===== src/rtl/core/cci_pkg.sv =====
// Shared types, widths and register codes of the cohort cell index iterator.
package cci_pkg;

    // Field widths.
    localparam int INDEX_BITS = 24;
    localparam int COUNT_BITS = 12;
    localparam int TRI_BITS   = 2;

    // Configuration port: eight 32-bit registers at byte addresses 4*i.
    localparam int APB_DATA_BITS = 32;
    localparam int REG_IDX_BITS  = 3;
    localparam int APB_ADDR_BITS = REG_IDX_BITS + 2;

    // Divider bit counter and signed index sum widths.
    localparam int DIV_CNT_BITS = $clog2(INDEX_BITS);
    localparam int SUM_BITS     = INDEX_BITS + 3;

    // Packed stream widths.
    localparam int OUT_FIELD_BITS = INDEX_BITS + 2 * COUNT_BITS + TRI_BITS;
    localparam int S_TDATA_BITS   = ((INDEX_BITS + 7) / 8) * 8;
    localparam int M_TDATA_BITS   = ((OUT_FIELD_BITS + 7) / 8) * 8;

    typedef logic [INDEX_BITS-1:0]      index_t;
    typedef logic [COUNT_BITS-1:0]      count_t;
    typedef logic [TRI_BITS-1:0]        tri_t;
    typedef logic signed [SUM_BITS-1:0] sum_t;

    // Register indexes.
    localparam logic [REG_IDX_BITS-1:0] REG_MODE          = 3'd0;
    localparam logic [REG_IDX_BITS-1:0] REG_STEP_TIME     = 3'd1;
    localparam logic [REG_IDX_BITS-1:0] REG_STEP_AGE      = 3'd2;
    localparam logic [REG_IDX_BITS-1:0] REG_STEP_TRIANGLE = 3'd3;
    localparam logic [REG_IDX_BITS-1:0] REG_TIME_COUNT    = 3'd4;
    localparam logic [REG_IDX_BITS-1:0] REG_AGE_COUNT     = 3'd5;
    localparam logic [REG_IDX_BITS-1:0] REG_HAS_AGE       = 3'd6;
    localparam logic [REG_IDX_BITS-1:0] REG_OPEN_LAST_AGE = 3'd7;

    // Walk modes and item kinds.
    localparam logic MODE_PERIOD    = 1'b0;
    localparam logic MODE_COMPONENT = 1'b1;
    localparam logic KIND_ADVANCE   = 1'b0;
    localparam logic KIND_RESET     = 1'b1;

    // Triangle codes.
    localparam tri_t TRI_LOWER = 2'd1;
    localparam tri_t TRI_UPPER = 2'd2;

    localparam index_t INDEX_ONE = index_t'(1);
    localparam count_t COUNT_ONE = count_t'(1);
    localparam count_t COUNT_MAX = {COUNT_BITS{1'b1}};

    // A stride of zero acts as one.
    function automatic index_t index_at_least_one(input index_t v);
        index_t r;
        r = (v == '0) ? INDEX_ONE : v;
        return r;
    endfunction

    // A count of zero acts as one.
    function automatic count_t count_at_least_one(input count_t v);
        count_t r;
        r = (v == '0) ? COUNT_ONE : v;
        return r;
    endfunction

    // Saturating increment of a position counter.
    function automatic count_t inc_count(input count_t v);
        count_t r;
        r = (v == COUNT_MAX) ? COUNT_MAX : v + COUNT_ONE;
        return r;
    endfunction

    // Widen an unsigned index value into the signed sum width.
    function automatic sum_t to_sum(input index_t v);
        sum_t r;
        r = $signed({3'b000, v});
        return r;
    endfunction

endpackage


===== src/rtl/core/cohort_cell_index_iterator.sv =====
// Cohort cell index iterator: sequencer, shared divider and step logic.
//
// Channel   Dir  Fields (low bit up)                                 Handshake
// s_*       in   tuser: kind; tdata: start_index                     s_tvalid/s_tready
// m_*       out  tdata: cell_index, time_pos, age_pos, triangle_pos; m_tvalid/m_tready
//                tlast: finished
// APB       in   registers 0..7 at byte address 4*i                  psel/penable, pready=1
//
// An advance word's result is loaded into the output register at the edge that
// accepts it. A reset word runs five passes of a shared restoring divider, then
// commits its result once the output register is empty or being drained. Input
// is accepted only while the sequencer is idle and the output register is empty
// or being drained. rst_n clears the configuration and the walk state to their
// reset values at once.
module cohort_cell_index_iterator (
    input  logic                              clk,
    input  logic                              rst_n,
    // Input stream.
    input  logic                              s_tvalid,
    output logic                              s_tready,
    input  logic [cci_pkg::S_TDATA_BITS-1:0]  s_tdata,   // [23:0] start_index
    input  logic                              s_tuser,   // [0] kind
    // Output stream.
    output logic                              m_tvalid,
    input  logic                              m_tready,
    output logic [cci_pkg::M_TDATA_BITS-1:0]  m_tdata,   // [23:0] cell_index,
                                                         // [35:24] time_pos,
                                                         // [47:36] age_pos,
                                                         // [49:48] triangle_pos
    output logic                              m_tlast,   // finished
    // Configuration port.
    input  logic                              psel,
    input  logic                              penable,
    input  logic                              pwrite,
    input  logic [cci_pkg::APB_ADDR_BITS-1:0] paddr,
    input  logic [cci_pkg::APB_DATA_BITS-1:0] pwdata,
    output logic [cci_pkg::APB_DATA_BITS-1:0] prdata,
    output logic                              pready
);
    import cci_pkg::*;

    localparam logic [1:0] ST_IDLE = 2'd0;
    localparam logic [1:0] ST_DIV  = 2'd1;
    localparam logic [1:0] ST_FIN  = 2'd2;

    localparam logic [2:0] PASS_TIME_QUO = 3'd0;
    localparam logic [2:0] PASS_TIME_REM = 3'd1;
    localparam logic [2:0] PASS_AGE_QUO  = 3'd2;
    localparam logic [2:0] PASS_AGE_REM  = 3'd3;
    localparam logic [2:0] PASS_TRI      = 3'd4;

    localparam logic [DIV_CNT_BITS-1:0] BIT_LAST = DIV_CNT_BITS'(INDEX_BITS - 1);
    localparam sum_t SUM_ONE = sum_t'(1);
    localparam sum_t SUM_MAX = $signed({3'b000, {INDEX_BITS{1'b1}}});

    // Configuration registers.
    logic   mode_reg;
    index_t step_time_reg;
    index_t step_age_reg;
    index_t step_tri_reg;
    count_t time_count_reg;
    count_t age_count_reg;
    logic   has_age_reg;
    logic   open_last_age_reg;

    // Walk state.
    index_t cur_index_reg;
    count_t cur_time_reg;
    count_t cur_age_reg;
    tri_t   cur_tri_reg;

    // Sequencer and divider.
    logic [1:0]              state_reg;
    logic [2:0]              pass_reg;
    logic [DIV_CNT_BITS-1:0] bit_reg;
    index_t                  rem_reg;
    index_t                  quo_reg;
    index_t                  s_reg;
    index_t                  start_reg;
    count_t                  der_time_reg;
    count_t                  der_age_reg;
    tri_t                    der_tri_reg;

    // Output register.
    logic   out_valid_reg;
    index_t out_index_reg;
    count_t out_time_reg;
    count_t out_age_reg;
    tri_t   out_tri_reg;
    logic   out_fin_reg;

    logic   cfg_write;
    logic   in_accept;
    logic   out_free;
    count_t nt;
    count_t na;
    index_t in_start;

    index_t                divisor;
    logic [INDEX_BITS:0]   div_shift;
    logic [INDEX_BITS:0]   div_diff;
    logic                  div_bit;
    index_t                rem_next;
    index_t                quo_next;

    sum_t   adv_sum;
    index_t adv_index;
    count_t adv_time;
    count_t adv_age;
    tri_t   adv_tri;
    logic   adv_fin;
    count_t t_inc;
    count_t a_inc;
    logic   oldest;

    count_t rst_time;
    count_t rst_age;
    tri_t   rst_tri;
    logic   rst_fin;

    logic   load_adv;
    logic   load_rst;

    assign pready    = 1'b1;
    assign cfg_write = psel && penable && pwrite && pready;
    assign out_free  = !out_valid_reg || m_tready;
    assign s_tready  = (state_reg == ST_IDLE) && out_free;
    assign in_accept = s_tvalid && s_tready;
    assign load_adv  = in_accept && (s_tuser == KIND_ADVANCE);
    assign load_rst  = (state_reg == ST_FIN) && out_free;
    assign nt        = count_at_least_one(time_count_reg);
    assign na        = count_at_least_one(age_count_reg);
    assign in_start  = index_at_least_one(s_tdata[INDEX_BITS-1:0]);

    // Configuration writes.
    always_ff @(posedge clk or negedge rst_n)
    begin
        if (!rst_n)
        begin
            mode_reg          <= MODE_PERIOD;
            step_time_reg     <= INDEX_ONE;
            step_age_reg      <= INDEX_ONE;
            step_tri_reg      <= INDEX_ONE;
            time_count_reg    <= COUNT_ONE;
            age_count_reg     <= COUNT_ONE;
            has_age_reg       <= 1'b1;
            open_last_age_reg <= 1'b1;
        end
        else if (cfg_write)
        begin
            unique case (paddr[APB_ADDR_BITS-1:2])
                REG_MODE:          mode_reg          <= pwdata[0];
                REG_STEP_TIME:     step_time_reg     <= pwdata[INDEX_BITS-1:0];
                REG_STEP_AGE:      step_age_reg      <= pwdata[INDEX_BITS-1:0];
                REG_STEP_TRIANGLE: step_tri_reg      <= pwdata[INDEX_BITS-1:0];
                REG_TIME_COUNT:    time_count_reg    <= pwdata[COUNT_BITS-1:0];
                REG_AGE_COUNT:     age_count_reg     <= pwdata[COUNT_BITS-1:0];
                REG_HAS_AGE:       has_age_reg       <= pwdata[0];
                REG_OPEN_LAST_AGE: open_last_age_reg <= pwdata[0];
                default:           ;
            endcase
        end
    end

    // Register read-back.
    always_comb
    begin
        prdata = '0;
        unique case (paddr[APB_ADDR_BITS-1:2])
            REG_MODE:          prdata = APB_DATA_BITS'(mode_reg);
            REG_STEP_TIME:     prdata = APB_DATA_BITS'(step_time_reg);
            REG_STEP_AGE:      prdata = APB_DATA_BITS'(step_age_reg);
            REG_STEP_TRIANGLE: prdata = APB_DATA_BITS'(step_tri_reg);
            REG_TIME_COUNT:    prdata = APB_DATA_BITS'(time_count_reg);
            REG_AGE_COUNT:     prdata = APB_DATA_BITS'(age_count_reg);
            REG_HAS_AGE:       prdata = APB_DATA_BITS'(has_age_reg);
            REG_OPEN_LAST_AGE: prdata = APB_DATA_BITS'(open_last_age_reg);
            default:           prdata = '0;
        endcase
    end

    // Divisor for the current divider pass.
    always_comb
    begin
        unique case (pass_reg)
            PASS_TIME_QUO: divisor = index_at_least_one(step_time_reg);
            PASS_TIME_REM: divisor = INDEX_BITS'(nt);
            PASS_AGE_QUO:  divisor = index_at_least_one(step_age_reg);
            PASS_AGE_REM:  divisor = INDEX_BITS'(na);
            PASS_TRI:      divisor = index_at_least_one(step_tri_reg);
            default:       divisor = INDEX_ONE;
        endcase
    end

    // One restoring divider step: shift in a dividend bit and try a subtract.
    always_comb
    begin
        div_shift = {rem_reg, quo_reg[INDEX_BITS-1]};
        div_diff  = div_shift - {1'b0, divisor};
        div_bit   = !div_diff[INDEX_BITS];
        rem_next  = div_bit ? div_diff[INDEX_BITS-1:0] : div_shift[INDEX_BITS-1:0];
        quo_next  = {quo_reg[INDEX_BITS-2:0], div_bit};
    end

    // Advance step of the walk.
    always_comb
    begin
        t_inc     = inc_count(cur_time_reg);
        a_inc     = inc_count(cur_age_reg);
        oldest    = (cur_age_reg == na);
        adv_time  = cur_time_reg;
        adv_age   = cur_age_reg;
        adv_tri   = cur_tri_reg;
        adv_sum   = to_sum(cur_index_reg);
        adv_fin   = 1'b0;
        if (mode_reg == MODE_PERIOD)
        begin
            adv_time = t_inc;
            adv_sum  = to_sum(cur_index_reg) + to_sum(step_time_reg);
            if (has_age_reg && (cur_age_reg < na))
            begin
                adv_age = a_inc;
                adv_sum = adv_sum + to_sum(step_age_reg);
            end
            if (!has_age_reg)
            begin
                adv_age = COUNT_ONE;
            end
            adv_fin = (t_inc >= nt);
        end
        else if (has_age_reg)
        begin
            if (cur_tri_reg == TRI_LOWER)
            begin
                adv_time = t_inc;
                adv_sum  = to_sum(cur_index_reg) + to_sum(step_time_reg)
                           + to_sum(step_tri_reg);
                adv_tri  = TRI_UPPER;
                adv_fin  = open_last_age_reg ? ((t_inc == nt) && oldest) : oldest;
            end
            else if (oldest)
            begin
                // Open oldest group: stay in the upper triangle and move in time.
                adv_time = t_inc;
                adv_sum  = to_sum(cur_index_reg) + to_sum(step_time_reg);
                adv_fin  = (t_inc == nt);
            end
            else
            begin
                adv_age = a_inc;
                adv_sum = to_sum(cur_index_reg) + to_sum(step_age_reg)
                          - to_sum(step_tri_reg);
                adv_tri = TRI_LOWER;
                adv_fin = (cur_time_reg == nt);
            end
        end
        else
        begin
            adv_time = t_inc;
            adv_sum  = to_sum(cur_index_reg) + to_sum(step_time_reg);
            adv_age  = COUNT_ONE;
            adv_fin  = (t_inc == nt);
        end

        // The index saturates at both ends.
        if (adv_sum < SUM_ONE)
        begin
            adv_index = INDEX_ONE;
        end
        else if (adv_sum > SUM_MAX)
        begin
            adv_index = {INDEX_BITS{1'b1}};
        end
        else
        begin
            adv_index = adv_sum[INDEX_BITS-1:0];
        end
    end

    // Positions and finished flag after a reset word.
    always_comb
    begin
        rst_time = der_time_reg;
        rst_age  = has_age_reg ? der_age_reg : COUNT_ONE;
        rst_tri  = ((mode_reg == MODE_COMPONENT) && has_age_reg) ? der_tri_reg : TRI_LOWER;
        if ((mode_reg == MODE_PERIOD) || !has_age_reg)
        begin
            rst_fin = (mode_reg == MODE_PERIOD) ? (rst_time >= nt) : (rst_time == nt);
        end
        else if (rst_tri == TRI_LOWER)
        begin
            rst_fin = (rst_time == nt);
        end
        else if (open_last_age_reg)
        begin
            rst_fin = (rst_time == nt) && (rst_age == na);
        end
        else
        begin
            rst_fin = (rst_age == na);
        end
    end

    // Sequencer: divider passes for a reset word.
    always_ff @(posedge clk or negedge rst_n)
    begin
        if (!rst_n)
        begin
            state_reg <= ST_IDLE;
            pass_reg  <= PASS_TIME_QUO;
            bit_reg   <= '0;
        end
        else
        begin
            unique case (state_reg)
                ST_IDLE:
                begin
                    if (in_accept && (s_tuser == KIND_RESET))
                    begin
                        state_reg <= ST_DIV;
                        pass_reg  <= PASS_TIME_QUO;
                        bit_reg   <= '0;
                    end
                end
                ST_DIV:
                begin
                    if (bit_reg == BIT_LAST)
                    begin
                        bit_reg <= '0;
                        if (pass_reg == PASS_TRI)
                        begin
                            state_reg <= ST_FIN;
                        end
                        else
                        begin
                            pass_reg <= pass_reg + 3'd1;
                        end
                    end
                    else
                    begin
                        bit_reg <= bit_reg + DIV_CNT_BITS'(1);
                    end
                end
                ST_FIN:
                begin
                    if (out_free)
                    begin
                        state_reg <= ST_IDLE;
                    end
                end
                default:
                begin
                    state_reg <= ST_IDLE;
                end
            endcase
        end
    end

    // Divider datapath and derived positions.
    always_ff @(posedge clk)
    begin
        if (in_accept && (s_tuser == KIND_RESET))
        begin
            start_reg <= in_start;
            s_reg     <= in_start - INDEX_ONE;
            quo_reg   <= in_start - INDEX_ONE;
            rem_reg   <= '0;
        end
        else if (state_reg == ST_DIV)
        begin
            if (bit_reg == BIT_LAST)
            begin
                rem_reg <= '0;
                unique case (pass_reg)
                    PASS_TIME_QUO, PASS_AGE_QUO:
                    begin
                        // Quotient feeds the remainder pass by the count.
                        quo_reg <= quo_next;
                    end
                    PASS_TIME_REM:
                    begin
                        der_time_reg <= rem_next[COUNT_BITS-1:0] + COUNT_ONE;
                        quo_reg      <= s_reg;
                    end
                    PASS_AGE_REM:
                    begin
                        der_age_reg <= rem_next[COUNT_BITS-1:0] + COUNT_ONE;
                        quo_reg     <= s_reg;
                    end
                    PASS_TRI:
                    begin
                        der_tri_reg <= quo_next[0] ? TRI_UPPER : TRI_LOWER;
                    end
                    default:
                    begin
                        quo_reg <= quo_next;
                    end
                endcase
            end
            else
            begin
                rem_reg <= rem_next;
                quo_reg <= quo_next;
            end
        end
    end

    // Walk state updates.
    always_ff @(posedge clk or negedge rst_n)
    begin
        if (!rst_n)
        begin
            cur_index_reg <= INDEX_ONE;
            cur_time_reg  <= COUNT_ONE;
            cur_age_reg   <= COUNT_ONE;
            cur_tri_reg   <= TRI_LOWER;
        end
        else if (load_adv)
        begin
            cur_index_reg <= adv_index;
            cur_time_reg  <= adv_time;
            cur_age_reg   <= adv_age;
            cur_tri_reg   <= adv_tri;
        end
        else if (load_rst)
        begin
            cur_index_reg <= start_reg;
            cur_time_reg  <= rst_time;
            cur_age_reg   <= rst_age;
            cur_tri_reg   <= rst_tri;
        end
    end

    // Output register valid flag.
    always_ff @(posedge clk or negedge rst_n)
    begin
        if (!rst_n)
        begin
            out_valid_reg <= 1'b0;
        end
        else if (load_adv || load_rst)
        begin
            out_valid_reg <= 1'b1;
        end
        else if (m_tready)
        begin
            out_valid_reg <= 1'b0;
        end
    end

    // Output register payload.
    always_ff @(posedge clk)
    begin
        if (load_adv)
        begin
            out_index_reg <= adv_index;
            out_time_reg  <= adv_time;
            out_age_reg   <= has_age_reg ? adv_age : COUNT_ONE;
            out_tri_reg   <= (mode_reg == MODE_COMPONENT) ? adv_tri : TRI_LOWER;
            out_fin_reg   <= adv_fin;
        end
        else if (load_rst)
        begin
            out_index_reg <= start_reg;
            out_time_reg  <= rst_time;
            out_age_reg   <= rst_age;
            out_tri_reg   <= (mode_reg == MODE_COMPONENT) ? rst_tri : TRI_LOWER;
            out_fin_reg   <= rst_fin;
        end
    end

    assign m_tvalid = out_valid_reg;
    assign m_tlast  = out_fin_reg;
    assign m_tdata  = {{(M_TDATA_BITS - OUT_FIELD_BITS){1'b0}},
                       out_tri_reg, out_age_reg, out_time_reg, out_index_reg};

    // An advance word always yields a result on the next cycle.
    assert property (@(posedge clk) disable iff (!rst_n)
        (s_tvalid && s_tready && (s_tuser == KIND_ADVANCE)) |=> m_tvalid)
        else $error("advance word produced no result");

    // A reset word starts the divider and blocks further input.
    assert property (@(posedge clk) disable iff (!rst_n)
        (s_tvalid && s_tready && (s_tuser == KIND_RESET)) |=>
        ((state_reg == ST_DIV) && !s_tready))
        else $error("reset word did not start the divider");

    // The reported index never leaves its one-based range.
    assert property (@(posedge clk) disable iff (!rst_n)
        m_tvalid |-> (m_tdata[INDEX_BITS-1:0] != '0))
        else $error("cell index is zero");

    // The reported triangle is lower or upper.
    assert property (@(posedge clk) disable iff (!rst_n)
        m_tvalid |-> ((out_tri_reg == TRI_LOWER) || (out_tri_reg == TRI_UPPER)))
        else $error("triangle position out of range");

endmodule

===== config.mk =====
export PLATFORM = sky130hd
export DESIGN_NAME = cohort_cell_index_iterator
export DESIGN_NICKNAME = d
export VERILOG_FILES = /design/src/rtl/core/cci_pkg.sv /design/src/rtl/core/cohort_cell_index_iterator.sv
export SDC_FILE = /design/constraint.sdc
export NUM_CORES = 1
export LEC_CHECK = 0
export ABC_AREA = 1
export BUFFER_PORTS_ARGS = -buffer_cell sky130_fd_sc_hd__buf_2
export CELL_PAD_IN_SITES_DETAIL_PLACEMENT = 1
export CELL_PAD_IN_SITES_GLOBAL_PLACEMENT = 2
export CORE_MARGIN = 5
export CORE_UTILIZATION = 36
export DETAILED_ROUTE_END_ITERATION = 10
export GPL_TIMING_DRIVEN = 0
export PLACE_DENSITY_LB_ADDON = 0.1
export SKIP_CTS_REPAIR_TIMING = 1
export SLEW_MARGIN = 20
export SYNTH_ARGS = -nofsm -noshare
export SYNTH_HDL_FRONTEND = slang
export SYNTH_SLANG_ARGS = --single-unit

===== constraint.sdc =====
create_clock -name clk -period 5.64 [get_ports clk]
set_input_delay 1.128 -clock clk [delete_from_list [all_inputs] [get_ports clk]]
set_output_delay 1.128 -clock clk [all_outputs]
set_load 0.05 [all_outputs]

# After elaboration in Yosys (flattened, before gate mapping)
# Cells that the tools add are included.
# classes
n_mux,79
addsub,12
n_lt_le_gt_ge,5
n_bitwise,3
n_reduce_logical,46
eq_ne,29
# ops
op,count
$mux W24,13
$pmux W32 S8,1
$mux W12,21
$mux W27,5
$pmux W24 S5,1
$logic_not A24 Y1,4
$eq A12 B12 Y1,5
$add A27 B25 Y27,2
$add A24 B24 Y25,2
$pmux W24 S2,1
$add A12 B1 Y12 const B,3
$mux W2,16
$gt A27 B25 Y1 const B,1
$lt A27 B2 Y1 const B,1
$sub A25 B24 Y26,1
$sub A25 B24 Y25,1
$eq A12 B12 Y1 const B,2
$ge A12 B12 Y1,2
$logic_not A12 Y1,2
$sub A24 B1 Y24 const B,1
$reduce_and A2 Y1,10
$reduce_and A4 Y1,5
$eq A3 B3 Y1 const B,5
$mux W1,13
other kinds (24),56
# totals
word_cells,202
in_bits,69
reg_bits,333

# Logic depth before layout (Yosys ltp)
# logic_depth
ltp_word,11
depth_mapped,35
depth_no_buf,34

# Worst setup path before layout
# Ideal clock, no wire load.
# synth_path
path_kind,input to register
from,input m_tready
to,register quo_reg[0] (enable)
setup_ps,420
t_arrival_ps,4719
slack_ps,501
cell_stages,7
cell_sequence,nor2_1 -> nor3_1 -> nand3_1 -> clkinv_1 -> nor2_1 -> clkbuf_1 -> a31oi_1
# synth_between
elab_chain_len,6
elab_cells_between_ends,7
# synth_lines
element,line_no,text
start: declaration,cohort_cell_index_iterator.sv:25,"input logic m_tready,"
$logic_or A1 B1 Y1 (*),cohort_cell_index_iterator.sv:126,assign out_free = !out_valid_reg || m_tready;
$logic_and A1 B1 Y1 (*),cohort_cell_index_iterator.sv:127,assign s_tready = (state_reg == ST_IDLE) && out_free;
named net s_tready,cohort_cell_index_iterator.sv:20,"output logic s_tready,"
$logic_and A1 B1 Y1 (*),cohort_cell_index_iterator.sv:128,assign in_accept = s_tvalid && s_tready;
$logic_and A1 B1 Y1 (*),cohort_cell_index_iterator.sv:362,if (in_accept && (s_tuser == KIND_RESET))
$ne A3 B3 Y1 (no source line) or $reduce_bool A2 Y1 (tied branches),--,
$reduce_and A2 Y1 (no source line) (*),--,
end signal: assignment,cohort_cell_index_iterator.sv:366,quo_reg <= in_start - INDEX_ONE;
end signal: assignment,cohort_cell_index_iterator.sv:378,quo_reg <= quo_next;
end signal: assignment,cohort_cell_index_iterator.sv:383,quo_reg <= s_reg;
end: declaration,cohort_cell_index_iterator.sv:77,index_t quo_reg;
# The timed path passes the listed nets; every way through them passes the cells marked *.
# A chain may end at the register's enable or synchronous reset.

# Worst setup path after layout
# layout_path
from,register step_time_reg[0]
to,register cur_index_reg[14]
# layout_between
elab_chain_len,9
elab_cells_between_ends,13
# layout_lines
element,line_no,text
start: declaration,cohort_cell_index_iterator.sv:58,index_t step_time_reg;
start signal: assignment,cohort_cell_index_iterator.sv:153,REG_STEP_TIME: step_time_reg <= pwdata[INDEX_BITS-1:0];
$add A24 B24 Y25 (*),--,
$add A27 B25 Y27 or $mux W27 (tied branches),"cohort_cell_index_iterator.sv:237, cohort_cell_index_iterator.sv:241",
$mux W27,cohort_cell_index_iterator.sv:233,if (cur_tri_reg == TRI_LOWER)
$mux W27,cohort_cell_index_iterator.sv:231,else if (has_age_reg)
$mux W27 (*),cohort_cell_index_iterator.sv:216,if (mode_reg == MODE_PERIOD)
$gt A27 B25 Y1,cohort_cell_index_iterator.sv:270,else if (adv_sum > SUM_MAX)
$mux W24,cohort_cell_index_iterator.sv:270,
$mux W24 (*),cohort_cell_index_iterator.sv:266,if (adv_sum < SUM_ONE)
$mux W24 (*),cohort_cell_index_iterator.sv:418,else if (load_adv)
end signal: assignment,cohort_cell_index_iterator.sv:420,cur_index_reg <= adv_index;
end signal: assignment,cohort_cell_index_iterator.sv:427,cur_index_reg <= start_reg;
end: declaration,cohort_cell_index_iterator.sv:67,index_t cur_index_reg;
# Mark *: on every way between the ends. The rest lies on a longest branch, timed or not.

==> metrics.md <==
| Metric | Value |
|---|---|
| Outcome | completed |
| Worst R2R Path Depth | 26 |
| Period minus WS final | 5400 ps |
| Initial antenna violation count | 0 |
| Share of the yosys chip area belonging to registers | 0.344 |
| CP arrival | 5850 ps |
| CP Class | reg -> reg |
| Row count | 98 |
| Most common cell after layout, fill and taps aside | nand2_1 |
| Via density | 5.55 |
| Final Setup Violations | 0 |
| Max Cap Viol | 0 |
| FFs w/ async S/R, synth | 0.480 |
| Crit-path slowest cell | dfstp_2 |
| Min-Delay Path Class | in -> async |
| CP Max Fanout | 10 |
| Peak Freq | 185 MHz |
| TritonCTS buffer count | 41 |
| Placed cells | 4,758 |
| Final GP Congestion | 0.962 |
| Critical path's largest stage delay | 600 ps |
| Io pins | 161 |
| Post-DR wirelength/cell | 25.4 microns |
| Fin. Hold Viols | 0 |
| Nature of the critical path endpoint | flip-flop |
| Most frequent cell on the critical path | nand2_1 |
| Clk pin slew, worst setup/hold paths | 60 ps |
| Die area | 0.0780 sq mm |
| First-pass DRT Iterations | 5 |
| End of the worst register-to-register path | cur_index_reg[14] |
| # nets final | 4,118 |
| Total core area | 0.0717 sq mm |
| Total grt overflow | 0 |
| Unique masters post-synth | 69 |
| Initial drt markers | 1,791 |
| Hold_ws | 394 ps |
| Crit path required time | 6090 ps |
| YS warnings | 0 |
| VDD IR max | 0.387 mV |
| DP Wirelength | 104 mm |
| Area delta synth->final | 13.7% |
| Max clock buf depth | 3 |
| GR Util All Layers | 0.304 |
| Clock latency on the worst-skew pair | 590 ps |
| Mapped cell area | 0.0261 sq mm |
| DRC Markers | 0 |
| Pre-CTS setup slack | -147 ps |
| Slew Limit Fails | 0 |
| Setup Skew | 39.2 ps |
| Average cell area after synthesis | 7.14 sq um |
| Setup TNS | 0 ps |
| CTS root buf | clkbuf_16 |
| Syn Inst Count | 3,655 |
| Critical path launch point type | flip-flop |
| Die Wd | 279 microns |
| Pwr/cell area | 704 mW/mm^2 |
| Commonest cells after routing, fill and taps aside | 1,028 x nand2_1, 478 x inv_1, 279 x o21ai_0, 254 x nor2_1, 219 x nand3_1 |
| Register-to-register path setup slack | 240 ps |
| Final WL | 123 mm |
| #FFs+latches synth | 333 |
| Slew @ Worst Pin | 1100 ps |
| Initial core utilization | 0.364 |
| Pleak | 14.0 nW |
| Post-route core utilization | 0.414 |
| EDFF count, synth | 149 |
| CTS tree | built |
| Worst r2r src | step_time_reg[0] |
| Clock sink count | 333 |
| Share of layout cells above drive strength 1 | 0.0860 |
| Htree depth | 2 |
| Largest net degree at the start of global routing | 67 |
| Setup slack after layout | 238 ps |
| DR vias | 26,800 |
| Final period utilization | 0.958 |
| Final ANT Viol Nets | 0 |
| Max_slew headroom | 0.263 |
| Ys flop type | edfxtp_1 |
| Final Instance Count excl. Fillers | 4,834 |
| First-pass GRT wire length | 179 mm |
| Vias in the first global route | 27,700 |
| Die height | 279 microns |
| Port Buffers | 134 |
==> metal layers <==
metal | vias up | wire length (microns) | global-route usage
met3 | 211 | 5720 | 0.0385
met2 | 697 | 57000 | 0.504
met5 | - | 0 | 0
met1 | 13400 | 54000 | 0.401
met4 | 0 | 6280 | 0.130
li1 | 12600 | - | -
==> where the power goes <==
part / leakage (nW) / switching (mW) / internal [mW]
Sequential: 3.59 / 0.811 / 3.40
Clock: 0.643 / 1.12 / 1.55
Combinational: 9.81 / 9.76 / 4.27
Total: 14.0 / 11.7 / 9.23
==> synthesized netlist by cell type, types with 9 or more instances <==
| master | count | area [sq um] |
|---|---|---|
| xor2_1 | 53 | 464 |
| mux2i_1 | 13 | 130 |
| o21ai_0 | 284 | 1420 |
| nand3b_1 | 20 | 150 |
| ha_1 | 168 | 2100 |
| edfxtp_1 | 149 | 4470 |
| a221oi_1 | 18 | 158 |
| a211oi_1 | 16 | 120 |
| inv_1 | 479 | 1800 |
| nand3_1 | 221 | 1110 |
| and2_1 | 9 | 56.3 |
| nand2_1 | 1034 | 3880 |
| a31oi_1 | 13 | 81.3 |
| nand4_1 | 83 | 519 |
| a22oi_1 | 15 | 113 |
| or2_2 | 10 | 62.6 |
| xnor2_1 | 29 | 254 |
| nor2_1 | 258 | 968 |
| o22ai_1 | 46 | 288 |
| dfstp_2 | 11 | 289 |
| o221ai_1 | 9 | 78.8 |
| nor3_1 | 46 | 230 |
| o211ai_1 | 9 | 67.6 |
| buf_2 | 16 | 80.1 |
| o21bai_1 | 10 | 75.1 |
| dfrtp_1 | 149 | 3730 |
| a21oi_1 | 201 | 1010 |
| buf_4 | 19 | 143 |
| fa_1 | 28 | 561 |
| clkbuf_1 | 93 | 349 |
| nor4_1 | 23 | 144 |
| dfxtp_1 | 24 | 480 |
==> per-stage QoR <==
stage                     instance area (sq um)  power (mW)
after global placement                    28000        17.4
after floorplan                           26200        13.0
after global routing                      29700        22.5
after CTS                                 29500        20.6
after detailed placement                  28200        17.8
final                                     29700        20.9
==> final cells by class <==
cell class	count	area [sq um]
fillers	9153	42000
multi-input cells	2709	14900
flip-flops and latches	333	8970
inverters	489	1840
well taps	950	1190
clock buffers	55	1130
repair buffers	142	783
plain buffers	137	651
clock inverters	18	203
diodes	1	2.50
==> worst max path at each step <==
stage                           startpoint           endpoint  slack (ps)  cells after the start
after floorplan                   m_tready         quo_reg[0]         500                      7
after global placement            m_tready        quo_reg[18]        -840                      8
after detailed placement  step_time_reg[0]  cur_index_reg[14]        -150                     32
after CTS                  step_tri_reg[1]     der_age_reg[7]        -280                     24
after global routing           pass_reg[0]    der_age_reg[11]         -50                     20
final                     step_time_reg[0]  cur_index_reg[14]         240                     26
==> logic make-up (layout without fill, tap and decap cells) <==
group,Yosys count,in the layout,share of synthesized area
AOI/OAI and AO/OA,670,670,0.145
xor gates and xnor gates,82,82,0.0275
adders and majority gates,196,196,0.102
buffers and inverters,626,841,0.0947
DFF,333,333,0.344
muxes,13,13,0.00498
other,2,16,0.000288
and+or+nand+nor,1733,1733,0.282
==> critical path, delay by kind of cell (launching register included) <==
kind | cells | cell delay (ps)
flops | 1 | 600
fa+ha+maj | 3 | 990
compound gates | 3 | 810
buf+inv | 3 | 330
xor+xnor | 1 | 460
simple gates | 16 | 2080
Note: power is estimated with default switching activity, not from simulation.
